===== src/bmr_pkg.sv =====
package bmr_pkg;

  localparam int MaxSubjects = 256;
  localparam int IdxW        = $clog2(MaxSubjects);
  localparam int CntW        = IdxW + 1;
  localparam int ScoreW      = 32;
  localparam int RankW       = CntW + 1;
  localparam int SumW        = CntW + RankW - 2;
  localparam int SdW         = SumW + 1;
  localparam int SqW         = CntW + 2 * RankW - 3;
  localparam int ResW        = 32;

  // serial multiplier and divider widths
  localparam int MulAW   = 128;
  localparam int MulBW   = 48;
  localparam int MulCntW = $clog2(MulBW);
  localparam int DivNW   = 128;
  localparam int DivDW   = 96;
  localparam int DivCntW = $clog2(DivNW);

  localparam logic ActScore  = 1'b0;
  localparam logic ActMember = 1'b1;

  typedef enum logic [3:0] {
    StIdle,
    StIssue,
    StKey,
    StSweep,
    StGWrite,
    StAcc,
    StCheck,
    StCalc,
    StDiv1,
    StSqrt,
    StDiv2,
    StOut
  } state_e;

endpackage


===== src/bmr_div.sv =====
module bmr_div (
  input  logic                      clk_i,
  input  logic                      rst_ni,
  input  logic                      start_i,
  input  logic [bmr_pkg::DivNW-1:0] num_i,
  input  logic [bmr_pkg::DivDW-1:0] den_i,
  output logic                      done_o,
  output logic [bmr_pkg::DivNW-1:0] quo_o
);
  import bmr_pkg::*;

  logic [DivNW-1:0]   quo_q;
  logic [DivDW-1:0]   rem_q, den_q;
  logic [DivCntW-1:0] cnt_q;
  logic               busy_q, done_q;
  logic [DivDW:0]     shifted;
  logic [DivDW+1:0]   diff;

  assign shifted = {rem_q, quo_q[DivNW-1]};
  assign diff    = {1'b0, shifted} - {2'b00, den_q};

  always_ff @(posedge clk_i or negedge rst_ni) begin
    if (!rst_ni) begin
      busy_q <= 1'b0;
      done_q <= 1'b0;
    end else begin
      done_q <= 1'b0;
      if (start_i) begin
        busy_q <= 1'b1;
      end else if (busy_q && cnt_q == '0) begin
        busy_q <= 1'b0;
        done_q <= 1'b1;
      end
    end
  end

  // restoring division, one quotient bit per cycle
  always_ff @(posedge clk_i) begin
    if (start_i) begin
      quo_q <= num_i;
      rem_q <= '0;
      den_q <= den_i;
      cnt_q <= DivCntW'(DivNW - 1);
    end else if (busy_q) begin
      if (!diff[DivDW+1]) begin
        rem_q <= diff[DivDW-1:0];
        quo_q <= {quo_q[DivNW-2:0], 1'b1};
      end else begin
        rem_q <= shifted[DivDW-1:0];
        quo_q <= {quo_q[DivNW-2:0], 1'b0};
      end
      cnt_q <= cnt_q - DivCntW'(1);
    end
  end

  assign done_o = done_q;
  assign quo_o  = quo_q;

endmodule


===== config.mk =====
export PLATFORM = sky130hd
export DESIGN_NAME = bmr_div
export DESIGN_NICKNAME = d
export VERILOG_FILES = /design/src/bmr_pkg.sv /design/src/bmr_div.sv
export SDC_FILE = /design/constraint.sdc
export NUM_CORES = 1
export LEC_CHECK = 0
export ABC_AREA = 1
export BUFFER_PORTS_ARGS = -buffer_cell sky130_fd_sc_hd__buf_2
export CORE_MARGIN = 4
export CORE_UTILIZATION = 40
export DETAILED_ROUTE_END_ITERATION = 10
export GPL_TIMING_DRIVEN = 0
export HOLD_SLACK_MARGIN = 0.06
export MAX_ROUTING_LAYER = met4
export PLACE_DENSITY_LB_ADDON = 0.08
export SLEW_MARGIN = 10
export SYNTH_ARGS = -nofsm -noshare
export SYNTH_HDL_FRONTEND = slang
export SYNTH_SLANG_ARGS = --single-unit

===== constraint.sdc =====
create_clock -name clk_i -period 9.2 [get_ports clk_i]
set_clock_uncertainty 0.05 [all_clocks]
set_input_delay 1.84 -clock clk_i [delete_from_list [all_inputs] [get_ports clk_i]]
set_output_delay 1.84 -clock clk_i [all_outputs]
set_load 0.05 [all_outputs]

==> results of run 1 <==
-- report_power, final --
part	switching, mW	internal [mW]
registers	0.0425	1.68
clock network	0.684	0.947
logic	0.456	0.163
-- cell usage in the layout (no fill, tap or decap), drive strengths merged --
cell type and n:
o21bai 15, and2 9, nand3 286, a22oi 1, clkinv 16, xnor2 45, dfxtp 103, bufinv 2
or2 1, o21ai 67, nor3 22, nand4 19, nand3b 36, a21boi 3, o21a 1, inv 728
a21oi 85, edfxtp 224, ha 97, diode 14, nor4 3, dfrtp 2, buf 387, xor2 6
clkbuf 109, nand2 1494, fa 1, nor2 224, o211ai 1, a31oi 1
-- worst min-delay path, cell delays in order, from the launching register on --
cell and delay (ns):
dfxtp_1 0.32, nand2_1 0.06, nand2_1 0.04
-- sequential cells by signal, indices dropped and copies added (netlist names) --
| signal | count |
|---|---|
| done_o | 1 |
| busy_q | 1 |
| den_q | 96 |
| cnt_q | 7 |
| quo_o | 128 |
| rem_q | 96 |
-- worst max path at each step --
stage / end / slack (ns) / depth (start not counted)
6_report: rem_q[78]$_SDFFE_PP0P_ / 4.24 / 8
3_5_place_dp: rem_q[78]$_SDFFE_PP0P_ / 3.58 / 8
2_1_floorplan: quo_o[0]$_DFFE_PP_ / 2.72 / 4
5_1_grt: rem_q[78]$_SDFFE_PP0P_ / 4.05 / 8
3_3_place_gp: rem_q[46]$_SDFFE_PP0P_ / -1.74 / 6
4_1_cts: rem_q[81]$_SDFFE_PP0P_ / 4.21 / 8
-- cells by family after synthesis --
logic type      after synthesis  synth area share (%)
simple gates               2094                  36.9
buf+inv                     808                  13.4
flops                       329                  38.3
compound gates              174                  4.05
fa+ha+maj                    98                  5.34
xor+xnor                     51                  1.93
-- layout make-up --
class / count / area (sq um) / share of cell area, %
antenna: 14 / 35.0 / 0.128
buffer: 79 / 369 / 1.35
clock buffer: 59 / 1160 / 4.26
clock inverter: 17 / 194 / 0.711
inverter: 729 / 2740 / 10.0
multi-input combinational: 2417 / 11100 / 40.8
sequential: 329 / 8840 / 32.4
tap: 756 / 946 / 3.47
timing repair buffer: 358 / 1860 / 6.82
-- metal layers --
layer	vias to the layer above	global-route usage, %
li1	11680	-
met1	10290	39.3
met2	796	46.1
met3	113	5.40
met4	0	6.48
met5	-	-
-- stage by stage --
step	std cells	setup slack (ns)
after global routing	4754	4.05
after floorplan	3554	2.72
final	4758	4.24
after CTS	4744	4.21
after detailed placement	4668	3.58
after global placement	4665	-1.74
==> reports/metrics.cfg, run 1 <==
[sta]
drv_slew = 0
hold_violations = 0
finalSetupViolCount = 0
rsz0062_at_grt = false
period_needed_ns = 4.96
fin_crit_sh_pct = 53.9
whs_ns = 0.419
fmax_mhz = 202
worst_pin_slew_ns = 1.20
tns_ns = 0
slew-limit-headroom_pct = 19.7

[setup_path]
r2r_setup_slack_ns = 5.46
r2r_end = rem_q[92]$_SDFFE_PP0P_
critPathLaunch = start_i
crit_chain = buf_4 -> buf_16 -> clkbuf_1 -> nor2_1 -> clkbuf_1 -> buf_1 -> nand3_1 -> nand2_1
reg2reg_from = rem_q[68]$_SDFFE_PP0P_
cp_top_family = buffers and inverters
cp.arrival_ns = 5.44
crit_path_start_kind = input pin
worstRegToRegCells = 15
slowest_stage = nor2_1
cpPeakStageDelay_ns = 0.97
path_buf_inv = 5
worstSetupPathType = input pin to flip-flop
crit_required_ns = 9.69
timing.critical_path.mode_cell = clkbuf_1
path_max_fanout = 50
end_kind = flip-flop

[die]
die_y_microns = 248
core-area_sq_mm = 0.0567
start_util_pct = 40.7
boundaryPins = 356
die_w_microns = 248
rows = 87
dieArea_sq_mm = 0.0616

[yosys]
async_reset_ff_share_pct = 0.608
syn_area_sq_mm = 0.0231
ys_seq_area_share_pct = 38.3
syn_nets = 3879
synth.avg_cell_area_sq_um = 6.50
synth_area_leaders = edfxtp_1 (29%), nand2_1 (24%), inv_1 (12%)
synth_top_area_share_pct = 29.1
yosysWarnings = 0
yosysTopAreaCell = edfxtp_1
synth_most_common_cell = nand2_1
synth_edf_count = 224
ys_seq_elements = 329
synthCells = 3554
synth_ff_type = edfxtp_1
synth_common_cells = nand2_1 (1485), inv_1 (716), nand3_1 (284)
ys_types = 38

[hold_path]
hold_class = flip-flop to flip-flop
hold_depth = 2
min_from = rem_q[70]$_SDFFE_PP0P_
min_to = rem_q[70]$_SDFFE_PP0P_

[pwr]
p_leak_nw = 15.1
power.density_mw_per_mm2 = 146
total_power_mw = 3.98
vdd_drop_max_mv = 0.140

[detailed_routing]
first_iter_violations = 1840
wire_per_inst_microns = 18.6
wl_met1_microns = 39600
avgViaCountPerCell = 4.81
vias = 22879
postRouteAntennaNets = 0
routed_wl_microns = 88600
top_layer = met4
drc_errors = 0
route.met3.wl_microns = 7300
drt_first_pass_iters = 6
wl_met2_microns = 39500

[cts]
clk_latency_ns = 0.60
root_buffer = clkbuf_16
cts_num_sinks = 329
htreeDepth = 2
cts.hold.buffers_added = 0
numCtsBuffers = 41
clk_pin_slew_worst_paths_ns = 0.06
cts_tree = built
cts_resized = 0
cts_setup_buffers = 0
clock_path_buffers = 3

[finish]
final_core_util_pct = 48.1
drive_gt1_share_pct = 12.0
fillCellCount = 6168
nNetsFinal = 4280
syn_to_final_growth_pct = 18.2
fin_area_sq_mm = 0.0273

[global_routing]
grt_pass1_vias = 21785
grt_usage_pct = 29.2
grt_max_degree = 57
overflow = 0
grt_first_pass_wirelength_microns = 131000
grt_antenna_before_repair = 12

[run_status]
status = finished clean

[placement]
gp_congestion = 1.01
place_hpwl_microns = 73400
dpl_cell_area_sq_mm = 0.0259
io_buffers = 355

[run]
cap_violations = 0

Power figures use the tool's default switching activity.
==> run 2: changes to the inputs <==
==> constraint.sdc (replaced) <==
create_clock -name clk_i -period 4.4 [get_ports clk_i]
set_clock_uncertainty 0.05 [all_clocks]
set_input_delay 0.88 -clock clk_i [delete_from_list [all_inputs] [get_ports clk_i]]
set_output_delay 0.88 -clock clk_i [all_outputs]
set_load 0.05 [all_outputs]
==> reports/metrics.cfg, run 2 (synthesis results as in run 1) <==
[die]
boundaryPins = 356  ; unchanged
dieArea_sq_mm = 0.0616  ; unchanged
core-area_sq_mm = 0.0567  ; unchanged
start_util_pct = 40.7  ; unchanged
rows = 87  ; unchanged
die_w_microns = 248  ; unchanged
die_y_microns = 248  ; unchanged

[hold_path]
hold_class = input pin to flip-flop  ; was flip-flop to flip-flop

[global_routing]
grt_pass1_vias = 21968  ; was 21785
grt_max_degree = 101  ; was 57
grt_usage_pct = 28.8  ; was 29.2%
grt_first_pass_wirelength_microns = 130000  ; was 131000 microns
grt_antenna_before_repair = 11  ; was 12
overflow = 0  ; unchanged

[finish]
regArea_sq_mm = 0.00884  ; unchanged
drive_gt1_share_pct = 12.0  ; about the same
largest_reg_flops = 128  ; unchanged
final_common_cell = nand2_1  ; unchanged
syn_to_final_growth_pct = 17.9  ; was 18.2%
final_cell_mix = nand2_1 (1485), inv_1 (716), buf_2 (367)  ; unchanged
fillCellCount = 6229  ; was 6168
multi_input_area_sq_mm = 0.0111  ; about the same
nNetsFinal = 4278  ; was 4280

[setup_path]
crit_path_start_kind = input pin  ; unchanged
end_kind = flip-flop  ; unchanged
cp.arrival_ns = 4.12  ; was 5.44 ns
crit_required_ns = 4.86  ; was 9.69 ns
worstSetupPathType = input pin to flip-flop  ; unchanged
path_max_fanout = 50  ; unchanged

[detailed_routing]
drt_first_pass_iters = 5  ; was 6
vias = 23140  ; was 22879
wire_per_inst_microns = 18.5  ; was 18.6 microns
postRouteAntennaNets = 0  ; unchanged
routed_wl_microns = 87900  ; was 88600 microns
first_iter_violations = 1614  ; was 1840
avgViaCountPerCell = 4.87  ; was 4.81
drc_errors = 0  ; unchanged

[sta]
drv_slew = 0  ; unchanged
fin_crit_sh_pct = 83.0
finalSetupViolCount = 0  ; unchanged
hold_violations = 0  ; unchanged
whs_ns = 0.413  ; was 0.419 ns
rsz0062_at_grt = false  ; unchanged
period_needed_ns = 3.65
layout_setup_ws_ns = 0.748  ; was 4.24 ns
fmax_mhz = 274
worst_pin_slew_ns = 1.07  ; was 1.20 ns
slew-limit-headroom_pct = 28.9  ; was 19.7%

[placement]
io_buffers = 355  ; unchanged
dp_slack_ns = -0.257  ; was 3.58 ns
place_hpwl_microns = 72900  ; was 73400 microns
gp_congestion = 0.996  ; was 1.01

[cts]
clk_pin_slew_worst_paths_ns = 0.06  ; about the same
root_buffer = clkbuf_16  ; unchanged
cts_tree = built  ; unchanged
cts_setup_buffers = 0  ; unchanged
cts_num_sinks = 329  ; unchanged
cts.hold.buffers_added = 1  ; was 0
cts_resized = 0  ; unchanged
clock_path_buffers = 3  ; unchanged
htreeDepth = 2  ; unchanged
clk_latency_ns = 0.59  ; was 0.60 ns
numCtsBuffers = 39  ; was 41

[run]
cap_violations = 0  ; unchanged

[pwr]
vdd_drop_max_mv = 0.271  ; was 0.140 mV
total_power_mw = 8.24  ; was 3.98 mW
p_leak_nw = 15.1  ; about the same
power.density_mw_per_mm2 = 303  ; was 146 mW/mm^2

[run_status]
status = finished clean  ; unchanged

-- run 2: cell types whose count changed in the layout (fill, tap and decap cells not counted), sizes merged --
cell,delta
buf,-1
dlygate4sd3,+1
inv,+1
clkinvlp,+1
diode,-5
clkbuf,-8
bufinv,+2
-- run 2: layer usage --
layer | wire, microns | vias up | share of wire, % | global-route usage (%)
met2 | 39500 | 744 | 45 | 45.6
met4 | 2080 | 0 | 2.4 | 6.62
li1 | - | 11667 | - | -
met5 | 0 | - | 0 | -
met3 | 6870 | 115 | 7.8 | 5.61
met1 | 39500 | 10614 | 45 | 38.4
-- run 2: worst paths after layout --
kind                            slack (ns)                      to                   start  depth (start not counted)
worst max register to register        0.79  rem_q[92]$_SDFFE_PP0P_     den_q[87]$_DFFE_PP_                         14
min in group asynchronous             0.64        done_o$_DFF_PN0_                  rst_ni                          2
worst min-delay path                  0.41     den_q[11]$_DFFE_PP_               den_i[11]                          1
worst min register to register        0.42  rem_q[71]$_SDFFE_PP0P_  rem_q[71]$_SDFFE_PP0P_                          2
max in group asynchronous             3.56      busy_q$_DFFE_PN0P_                  rst_ni                          2
worst max-delay path                  0.75  rem_q[81]$_SDFFE_PP0P_                 start_i                          8
-- run 2: power by group --
| group | total, mW | switching [mW] | internal [mW] | leakage [nW] |
|---|---|---|---|---|
| Combinational | 1.30 | 0.953 | 0.342 | 11.2 |
| Clock | 3.34 | 1.39 | 1.96 | 0.645 |
| Sequential | 3.61 | 0.0894 | 3.52 | 3.20 |
| Total | 8.24 | 2.43 | 5.82 | 15.1 |
-- run 2: metrics by stage --
stage          cell area (sq um)  std cells  utilization, %  TNS, ns
3_3_place_gp               25800       4665            45.5  -346.72
4_1_cts                    27200       4740            48.0        0
2_1_floorplan              23100       3554               -        0
5_1_grt                    27200       4748            48.0        0
3_5_place_dp               25900       4667            45.6    -1.96
6_report                   27200       4749            48.0        0
-- run 2: critical path: stages --
cell	delay (ns)
buf_4	0.29
buf_16	0.28
clkbuf_1	0.28
nor2_2	0.68
clkbuf_1	0.68
buf_1	0.62
nand3_1	0.20
nand2_1	0.11
-- run 2: cell type report --
class | count | area share, %
diodes | 9 | 0.0827
multi-input cells | 2417 | 41.0
clock buffers | 51 | 3.90
repair buffers | 358 | 6.77
flip-flops and latches | 329 | 32.5
clock inverters | 21 | 0.928
well taps | 756 | 3.47
inverters | 729 | 10.1
plain buffers | 79 | 1.38
