**config.mk**
```make
export PLATFORM = sky130hd
export DESIGN_NAME = bmr_mul
export DESIGN_NICKNAME = d
export VERILOG_FILES = /design/src/bmr_pkg.sv /design/src/bmr_mul.sv
export SDC_FILE = /design/constraint.sdc
export NUM_CORES = 1
export LEC_CHECK = 0
export BUFFER_PORTS_ARGS = -buffer_cell sky130_fd_sc_hd__buf_2
export CELL_PAD_IN_SITES_DETAIL_PLACEMENT = 2
export CELL_PAD_IN_SITES_GLOBAL_PLACEMENT = 2
export CORE_MARGIN = 2
export CORE_UTILIZATION = 36
export CTS_CLUSTER_SIZE = 24
export DETAILED_ROUTE_END_ITERATION = 8
export PLACE_DENSITY_LB_ADDON = 0.3
export SYNTH_ARGS = -nofsm -noshare
export SYNTH_HDL_FRONTEND = slang
export SYNTH_SLANG_ARGS = --single-unit
```
**constraint.sdc**
```tcl
create_clock -name clk_i -period 5.2 [get_ports clk_i]
set_input_delay 0.52 -clock clk_i [delete_from_list [all_inputs] [get_ports clk_i]]
set_output_delay 0.52 -clock clk_i [all_outputs]
set_load 0.01 [all_outputs]
```
**src/bmr_pkg.sv**
```systemverilog
package bmr_pkg;

  localparam int MaxSubjects = 256;
  localparam int IdxW        = $clog2(MaxSubjects);
  localparam int CntW        = IdxW + 1;
  localparam int ScoreW      = 32;
  localparam int RankW       = CntW + 1;
  localparam int SumW        = CntW + RankW - 2;
  localparam int SdW         = SumW + 1;
  localparam int SqW         = CntW + 2 * RankW - 3;
  localparam int ResW        = 32;

  // serial multiplier and divider widths
  localparam int MulAW   = 128;
  localparam int MulBW   = 48;
  localparam int MulCntW = $clog2(MulBW);
  localparam int DivNW   = 128;
  localparam int DivDW   = 96;
  localparam int DivCntW = $clog2(DivNW);

  localparam logic ActScore  = 1'b0;
  localparam logic ActMember = 1'b1;

  typedef enum logic [3:0] {
    StIdle,
    StIssue,
    StKey,
    StSweep,
    StGWrite,
    StAcc,
    StCheck,
    StCalc,
    StDiv1,
    StSqrt,
    StDiv2,
    StOut
  } state_e;

endpackage

```
**src/bmr_mul.sv**
```systemverilog
module bmr_mul (
  input  logic                      clk_i,
  input  logic                      rst_ni,
  input  logic                      start_i,
  input  logic [bmr_pkg::MulAW-1:0] a_i,
  input  logic [bmr_pkg::MulBW-1:0] b_i,
  output logic                      done_o,
  output logic [bmr_pkg::MulAW-1:0] prod_o
);
  import bmr_pkg::*;

  logic [MulAW-1:0]   a_q, acc_q;
  logic [MulBW-1:0]   b_q;
  logic [MulCntW-1:0] cnt_q;
  logic               busy_q, done_q;

  always_ff @(posedge clk_i or negedge rst_ni) begin
    if (!rst_ni) begin
      busy_q <= 1'b0;
      done_q <= 1'b0;
    end else begin
      done_q <= 1'b0;
      if (start_i) begin
        busy_q <= 1'b1;
      end else if (busy_q && cnt_q == '0) begin
        busy_q <= 1'b0;
        done_q <= 1'b1;
      end
    end
  end

  // one multiplier bit per cycle, shift and add
  always_ff @(posedge clk_i) begin
    if (start_i) begin
      a_q   <= a_i;
      b_q   <= b_i;
      acc_q <= '0;
      cnt_q <= MulCntW'(MulBW - 1);
    end else if (busy_q) begin
      if (b_q[0]) acc_q <= acc_q + a_q;
      a_q   <= a_q << 1;
      b_q   <= b_q >> 1;
      cnt_q <= cnt_q - MulCntW'(1);
    end
  end

  assign done_o = done_q;
  assign prod_o = acc_q;

endmodule

```
==> results of run 1 <==
==> metal layers <==
layer	global-route usage	wire (um)	vias up	share of wire
met4	0.0841	2470	2	0.032
li1	-	-	8760	-
met1	0.327	33800	9319	0.43
met2	0.457	38500	364	0.49
met5	0	11	-	0.00014
met3	0.0420	3490	115	0.045
==> placed cells by master, fill, tap and decap left out, types with 28 or more instances in the layout <==
cell / netlist / layout
edfxtp_1: 176 / 176
dfxtp_1: 134 / 134
o21ai_0: 143 / 143
buf_2: 29 / 306
o21bai_1: 39 / 39
a21o_1: 49 / 49
nand4_1: 68 / 68
xor2_1: 50 / 50
nand3_1: 36 / 36
xnor2_1: 70 / 70
mux2_2: 175 / 175
a21oi_1: 279 / 279
inv_1: 38 / 37
clkbuf_16: 0 / 42
nor3_1: 28 / 28
nand2_1: 336 / 335
ha_1: 128 / 128
nor2_1: 124 / 122
==> cells by family (layout without fill, tap and decap cells) <==
kind of cell | after synthesis | after routing
AND/OR/NAND/NOR | 688 | 688
AO/OA/AOI/OAI | 660 | 660
flip-flops | 312 | 312
multiplexers | 178 | 178
buffers and inverters | 170 | 433
adder cells (fa/ha/maj) | 129 | 129
XOR/XNOR | 120 | 120
other | 0 | 1
==> worst register-to-register path, cell delays in order, from the launching register on <==
cell	delay, ps
edfxtp_1	390
ha_1	230
fa_1	410
a21oi_1	280
o221ai_2	200
o32ai_2	480
a21oi_1	200
or4_4	530
a21oi_4	310
o21bai_1	190
a31oi_1	350
o21ai_0	190
xnor2_1	180
o21ai_0	90
==> where the power goes <==
group | switching, W | internal [W] | leakage [nW]
combinational | 0.00342 | 0.00194 | 6.25
sequential | 0.000356 | 0.00307 | 3.00
clock | 0.00117 | 0.00175 | 0.676
==> timing repair <==
action,4_1_cts,5_1_grt
buffers inserted,0,0
hold endpoints to repair,2,0
hold buffers,1,0
==> sequential cells by signal (all words and copies together) (netlist names) <==
signal  flops
a_q       128
b_q        48
busy_q      1
cnt_q       6
done_o      1
prod_o    128
==> final cells by class <==
class / instances / area share
clock buffer: 53 / 0.0475
inverter: 38 / 0.00609
tap: 756 / 0.0394
antenna: 1 / 0.000104
sequential: 312 / 0.334
clock inverter: 21 / 0.00953
timing repair buffer: 321 / 0.0694
multi-input combinational: 1775 / 0.494
==> worst min path at each step <==
| stage | startpoint | end | slack (ps) | cells past startpoint |
|---|---|---|---|---|
| floorplan | rst_ni | busy_q | 220 | 0 |
| global placement | rst_ni | done_o | 300 | 1 |
| detailed placement | rst_ni | busy_q | 310 | 1 |
| CTS | b_i[8] | b_q[8] | 220 | 2 |
| global route | a_i[118] | a_q[118] | 240 | 2 |
| finish | b_i[8] | b_q[8] | 240 | 2 |
==> per-stage QoR <==
stage | setup WS, ps | area, um^2 | hold slack [ps] | power (W)
final | 1020 | 24000 | 237 | 0.0117
after global routing | 856 | 24000 | 236 | 0.0125
after CTS | 1010 | 24000 | 216 | 0.0118
after detailed placement | 1070 | 22600 | 309 | 0.00873
after global placement | 1160 | 22600 | 305 | 0.00853
after floorplan | 806 | 20600 | 224 | 0.00692
==> results.yml, run 1 <==
cells_and_area:
  final_core_util: 0.426
  seq_area_um2: 8020
  instances_no_fill: 3277
  multi_input_area_um2: 11900
  drive_gt1_frac: 0.238
  fillers: 6263
  nets: 2796
  area_growth_pct: 16.9
critical_path:
  reg2reg_setup_slack_ps: 1020
  cp-end-kind: "flop"
  cp_data_required_time_ps: 5630
  max_stage_delay_ps: 530
  crit_slowest_cell: "or4_4"
  crit_fanout: 4
  crit_chain: "ha_1 -> fa_1 -> a21oi_1 -> o221ai_2 -> o32ai_2 -> a21oi_1 -> or4_4 -> a21oi_4 -> o21bai_1 -> a31oi_1 -> o21ai_0 -> xnor2_1 -> o21ai_0"
  worstPathArrival_ps: 4610
  path_delay_family: "compound AO/OA/AOI/OAI gates"
  path_buf_inv: 0
  cp-endpoint: "prod_o[84]"
  crit_cells: 13
  r2r_cells: 13
  r2r_end: "prod_o[84]"
  reg2reg_from: "a_q[0]"
  crit_start: "a_q[0]"
  start_kind: "flop"
  critical_path_class: "reg -> reg"
sta:
  worstMarginPinSlew_ps: 1010
  fmax_mhz: 239
  fin_crit_ps: 4180
  skew_ps: 27.0
  slew_viol_final: 0
  grt_setup_unrepaired: "no"
  final_hold_viol_count: 0
  tns_ps: 0
  slew_headroom: 0.330
  finalCritPeriodShare: 0.803
  setup_viol: 0
cts:
  clock_path_buffers: 3
  clockRootBuffer: "clkbuf_16"
  clk_pin_slew_worst_paths_ps: 60
  numCtsBuffers: 40
  clock_sinks: 312
  cts_resized: 0
  cts_tree: "done"
  clkLatencyLatePin_ps: 580
  h-tree-depth: 2
drt:
  first_iter_violations: 1063
  totalWireLength_um: 78300
  drc: 0
  vias_per_cell: 5.66
  ant_nets: 0
  wl_per_cell_um: 23.9
  vias: 18560
  dr.pass1.iters: 5
yosys:
  muxShareOfSynthArea: 0.0974
  syn_nets: 2565
  synth_common_cells: "nand2_1, a21oi_1, edfxtp_1, mux2_2, o21ai_0"
  synth_top_family_by_area: "compound AO/OA/AOI/OAI gates"
  ys_seq_elements: 312
  netlist_top_cells_area: "edfxtp_1, dfxtp_1, mux2_2, ha_1, a21oi_1"
  synth_edf_count: 176
  yosysUniqueCellTypes: 88
  synth_most_common_cell: "nand2_1"
  yosysTopAreaCell: "edfxtp_1"
  synth_top_area_share: 0.257
  synth_ff_type: "edfxtp_1"
  synthXorXnorAreaFrac: 0.0511
  synthSimpleGateAreaFrac: 0.154
  avgSynthCellArea_um2: 9.11
  syn_area_um2: 20600
  ys_warn_count: 0
  syn_inst: 2257
  async_flop_share: 0.00641
  yosys.area_share.adder: 0.0789
  synth.yosys.seq_area_share: 0.390
  synth_compound_area_frac: 0.195
placed_design:
  io_buffers: 307
  place_inst: 3201
  routabilityCongestion: 0.906
  dp_hpwl_um: 59500
power_and_ir_drop:
  ir_drop_mv: 0.287
  leakage_nw: 9.92
  power_density_nw_per_um2: 487
floorplan:
  die_h_um: 243
  initial_core_util: 0.364
  die_w_um: 243
  rows: 87
  die_area_um2: 59000
  core_um2: 56400
  ios: 308
global_route:
  grt_pass1_wl_um: 121000
  antenna_found_initial: 2
  track_usage: 0.261
  grt_overflow: 0
  grt_max_degree: 142
  grt_pass1_vias: 20366
min_path:
  min_path_type: "in -> reg"
job:
  maxCapViolCount: 0
run_status:
  status: "finished clean"
Power figures use the tool's default switching activity.
==> inputs of run 2 (changes only) <==
==> constraint.sdc (replaced) <==
create_clock -name clk_i -period 4.2 [get_ports clk_i]
set_input_delay 0.42 -clock clk_i [delete_from_list [all_inputs] [get_ports clk_i]]
set_output_delay 0.42 -clock clk_i [all_outputs]
set_load 0.01 [all_outputs]
==> run 2 against run 1 <==
Effect of this change:
- final area is 0.98% higher
- critical path depth is 1 lower
- highest routed layer unchanged
- largest power group unchanged
- sequential share of layout area down 0.32 points
==> results.yml, run 2 (synthesis gave the netlist of run 1 again) <==
global_route:
  grt_pass1_vias: 20454
  grt_overflow: 0
  track_usage: 0.263
  grt_pass1_wl_um: 123000
  grt_max_degree: 115
  antenna_found_initial: 3
drt:
  vias_per_cell: 5.65
  vias: 18690
  ant_nets: 0
  totalWireLength_um: 79200
  first_iter_violations: 924
  dr.pass1.iters: 5
  wl_per_cell_um: 23.9
  drc: 0
power_and_ir_drop:
  p_sw_w: 0.00619
  power.total_w: 0.0144
  ir_drop_mv: 0.290
  power_density_nw_per_um2: 595
  power.internal_w: 0.00824
  seqPwrFrac: 0.296
  p_sw_frac: 0.429
  leakage_nw: 10.1
  p_comb_frac: 0.470
  clkPwrFrac: 0.234
cells_and_area:
  mostFrequentLayoutCell: "nand2_1"
  nets: 2829
  drive_gt1_frac: 0.248
  area_growth_pct: 18.0
  layout_common_cells: "nand2_1, buf_2, a21oi_1, edfxtp_1, mux2_2"
floorplan:
  core_um2: 56400
  initial_core_util: 0.364
  rows: 87
  ios: 308
  die_w_um: 243
  die_area_um2: 59000
  die_h_um: 243
sta:
  final_hold_viol_count: 0
  fin_crit_ps: 4000
  grt_setup_unrepaired: "no"
  slew_viol_final: 0
  skew_ps: 23.0
  slew_headroom: 0.414
  setup_viol: 0
  finalCritPeriodShare: 0.952
  tns_ps: 0
  worstMarginPinSlew_ps: 870
  fmax_mhz: 250
critical_path:
  critical_path_class: "reg -> reg"
  cp-end-kind: "flop"
  crit_slowest_cell: "ha_1"
  path_buf_inv: 0
  path_delay_family: "compound AO/OA/AOI/OAI gates"
  start_kind: "flop"
  worstPathArrival_ps: 4470
  r2r_cells: 12
  crit_chain: "ha_1 -> a21oi_1 -> o21ai_0 -> a32o_1 -> o311ai_1 -> nor3b_4 -> nor3b_1 -> nor3b_2 -> o21ai_1 -> a21boi_1 -> nor3_1 -> a221o_1"
  crit_cells: 12
  max_stage_delay_ps: 410
  cp_data_required_time_ps: 4670
  crit_fanout: 7
placed_design:
  io_buffers: 307
  routabilityCongestion: 0.894
  dp_hpwl_um: 61100
cts:
  clock_path_buffers: 3
  cts_tree: "done"
  clock_sinks: 312
  numCtsBuffers: 40
  clockRootBuffer: "clkbuf_16"
  clkLatencyLatePin_ps: 580
  clk_pin_slew_worst_paths_ps: 70
  h-tree-depth: 2
min_path:
  hold_depth: 2
  min_path_type: "in -> reg"
job:
  maxCapViolCount: 0
run_status:
  status: "finished clean"
==> run 2: area by class of cell <==
class	instances	area (um^2)
Timing Repair Buffer	354	1960
Sequential cell	312	8020
Tap cell	756	946
Clock inverter	20	188
Inverter	38	146
Antenna cell	2	5.00
Multi-Input combinational cell	1775	11900
Fill cell	6271	32100
Clock buffer	53	1070
==> run 2: stage by stage <==
stage | cells | setup WS [ps] | cell area, um^2 | hold slack [ps] | utilization
floorplan | 2257 | 43.3 | 20600 | 124 | -
global placement | 3233 | 47.2 | 22900 | 206 | 0.407
detailed placement | 3233 | 0.566 | 22900 | 208 | 0.407
CTS | 3307 | 73.1 | 24200 | 110 | 0.429
global route | 3310 | 43.9 | 24300 | 121 | 0.430
finish | 3310 | 200 | 24300 | 138 | 0.430
==> run 2: path summary, 6_finish.rpt <==
check	startpoint	end	slack [ps]
worst min register to register	prod_o[46]	prod_o[46]	480
max in group asynchronous	rst_ni	done_o	3910
worst max-delay path	a_q[10]	prod_o[105]	200
worst max register to register	a_q[10]	prod_o[105]	200
min in group asynchronous	rst_ni	busy_q	200
worst min-delay path	b_i[47]	b_q[47]	140
==> run 2: power groups by stage <==
stage,Combinational (W),Sequential (W),Clock [W]
detailed placement,0.00665,0.00433,0
global placement,0.00642,0.00428,0
global route,0.00744,0.00434,0.00360
floorplan,0.00424,0.00433,0
CTS,0.00674,0.00428,0.00347
finish,0.00678,0.00427,0.00338
==> run 2: what timing repair did <==
action	4_1_cts	5_1_grt
pin swaps	0	1
setup buffers	0	1
setup endpoints to repair	1	14
hold endpoints to repair	2	0
gates resized for setup	1	6
hold buffers	1	0
==> run 2: worst register-to-register path, cell delays in order, from the launching register on <==
cell,delay [ps]
edfxtp_1,400
ha_1,410
a21oi_1,380
o21ai_0,200
a32o_1,310
o311ai_1,310
nor3b_4,380
nor3b_1,120
nor3b_2,360
o21ai_1,290
a21boi_1,360
nor3_1,90
a221o_1,280
==> run 2: per-layer routing <==
layer  GRT usage  vias up  share of wire
met1       0.338     9366           0.44
met4      0.0857        2          0.031
li1            -     8807              -
met5           0        -        0.00013
met2       0.450      396           0.49
met3      0.0417      119          0.047
==> inputs of run 3 (changes only) <==
--- a/config.mk
+++ b/config.mk
@@ -8,6 +8,7 @@
 export BUFFER_PORTS_ARGS = -buffer_cell sky130_fd_sc_hd__buf_2
 export CELL_PAD_IN_SITES_DETAIL_PLACEMENT = 2
 export CELL_PAD_IN_SITES_GLOBAL_PLACEMENT = 2
+export CORE_ASPECT_RATIO = 0.75
 export CORE_MARGIN = 2
 export CORE_UTILIZATION = 36
 export CTS_CLUSTER_SIZE = 24
==> run 3 against run 2 <==
Effect of this change:
- sequential power barely moved
- global-route usage rose by 0.074 points
- worst setup slack got worse by 40 ps
- largest power group unchanged
- clock skew is 8.3 ps lower
==> results.yml, run 3 (synthesis gave the netlist of run 1 again) <==
run_status:
  status: "finished clean"
power_and_ir_drop:
  ir_drop_mv: 0.274
  p_sw_w: 0.00624
  clkPwrFrac: 0.221
  seqPwrFrac: 0.299
  power.internal_w: 0.00806
  leakage_nw: 9.95
  p_sw_frac: 0.437
  p_comb_frac: 0.481
  power_density_nw_per_um2: 595
drt:
  ant_nets: 0
  wl_per_cell_um: 24.2
  dr.pass1.iters: 5
  vias: 18786
  vias_per_cell: 5.74
  first_iter_violations: 1041
  drc: 0
  totalWireLength_um: 79400
cells_and_area:
  stdcell_area_um2: 24000
  mostFrequentLayoutCell: "nand2_1"
  antenna_cells: 0
  fillers: 6132
  layout_common_cells: "nand2_1, buf_2, a21oi_1, edfxtp_1, mux2_2"
  area_growth_pct: 16.9
  drive_gt1_frac: 0.243
  nets: 2823
floorplan:
  die_h_um: 211
  die_area_um2: 59000
  ios: 308
  rows: 75
  initial_core_util: 0.366
  die_w_um: 280
  core_um2: 56200
critical_path:
  crit_slowest_cell: "edfxtp_1"
  worstPathArrival_ps: 4490
  crit_start: "a_q[10]"
  critical_path_class: "reg -> reg"
  cp-end-kind: "flop"
  path_delay_family: "compound AO/OA/AOI/OAI gates"
  crit_chain: "ha_1 -> a21oi_1 -> o21ai_0 -> a32o_1 -> o311ai_1 -> nor3b_4 -> nor3b_1 -> nor3b_2 -> o21ai_1 -> a21boi_2 -> nor3_1 -> a221o_1"
  cp_data_required_time_ps: 4650
  crit_fanout: 7
  max_stage_delay_ps: 420
  path_buf_inv: 0
  reg2reg_setup_slack_ps: 160
  r2r_cells: 12
  r2r_end: "prod_o[105]"
  start_kind: "flop"
  reg2reg_from: "a_q[10]"
sta:
  setup_viol: 0
  slew_viol_final: 0
  tns_ps: 0
  worstMarginPinSlew_ps: 1210
  skew_ps: 14.7
  grt_setup_unrepaired: "no"
  fmax_mhz: 248
  final_hold_viol_count: 0
  finalCritPeriodShare: 0.962
  fin_crit_ps: 4040
  slew_headroom: 0.197
cts:
  clkLatencyLatePin_ps: 560
  clock_path_buffers: 3
  clockRootBuffer: "clkbuf_16"
  clock_sinks: 312
  cts_tree: "done"
  clk_pin_slew_worst_paths_ps: 70
  numCtsBuffers: 37
  h-tree-depth: 2
min_path:
  hold_depth: 2
  hold_path_startpoint: "b_i[47]"
  min_path_type: "in -> reg"
  hold_end: "b_q[47]"
global_route:
  grt_pass1_vias: 20535
  grt_overflow: 0
  grt_max_degree: 142
  grt_pass1_wl_um: 122000
  antenna_found_initial: 0
  track_usage: 0.264
placed_design:
  io_buffers: 307
  placed_area_um2: 22800
  routabilityCongestion: 0.899
  dp_hpwl_um: 60700
job:
  maxCapViolCount: 0
## run 3: through the flow
stage	util	hold WS (ps)	std cells	power, W	setup slack (ps)
finish	0.427	147	3273	0.0143	161
global route	0.427	141	3273	0.0152	24.7
CTS	0.427	123	3271	0.0143	27.7
detailed placement	0.406	209	3204	0.0110	-46.8
global placement	0.406	206	3204	0.0108	52.2
floorplan	-	124	2257	0.00857	43.3
## run 3: per-layer routing
| metal | global-route usage | wire (um) | vias up |
|---|---|---|---|
| li1 | - | - | 8794 |
| met3 | 0.0437 | 3860 | 132 |
| met2 | 0.421 | 35800 | 441 |
| met1 | 0.364 | 37200 | 9419 |
| met5 | 0 | 0 | - |
| met4 | 0.0861 | 2510 | 0 |
## run 3: layout make-up
type | instances | area (um^2) | area share
Clock inverter | 15 | 125 | 0.00521
Tap cell | 731 | 915 | 0.0381
Inverter | 38 | 146 | 0.00609
Sequential cell | 312 | 8020 | 0.334
Timing Repair Buffer | 351 | 1920 | 0.0798
Multi-Input combinational cell | 1775 | 11900 | 0.495
Clock buffer | 51 | 1010 | 0.0420
## run 3: power by group through the flow
stage,Combinational [W],Sequential (W),Clock [W]
floorplan,0.00424,0.00433,0
global placement,0.00647,0.00428,0
detailed placement,0.00670,0.00433,0
CTS,0.00680,0.00427,0.00322
global route,0.00750,0.00435,0.00333
finish,0.00687,0.00427,0.00315
## run 3: worst max path at each step
stage	end	cells after the start	slack [ps]
after floorplan	a_q[0]	5	40
after global placement	prod_o[105]	12	50
after detailed placement	prod_o[105]	12	-50
after CTS	prod_o[105]	12	30
after global routing	prod_o[84]	13	20
final	prod_o[105]	12	160
## run 3: what timing repair did
action | in CTS | in global routing
hold buffers | 1 | 0
cloned | 0 | 0
setup buffers | 0 | 2
setup endpoints to repair | 1 | 7
pin swaps | 0 | 1
resized for setup | 1 | 3
endpoints found under the hold margin | 2 | 0
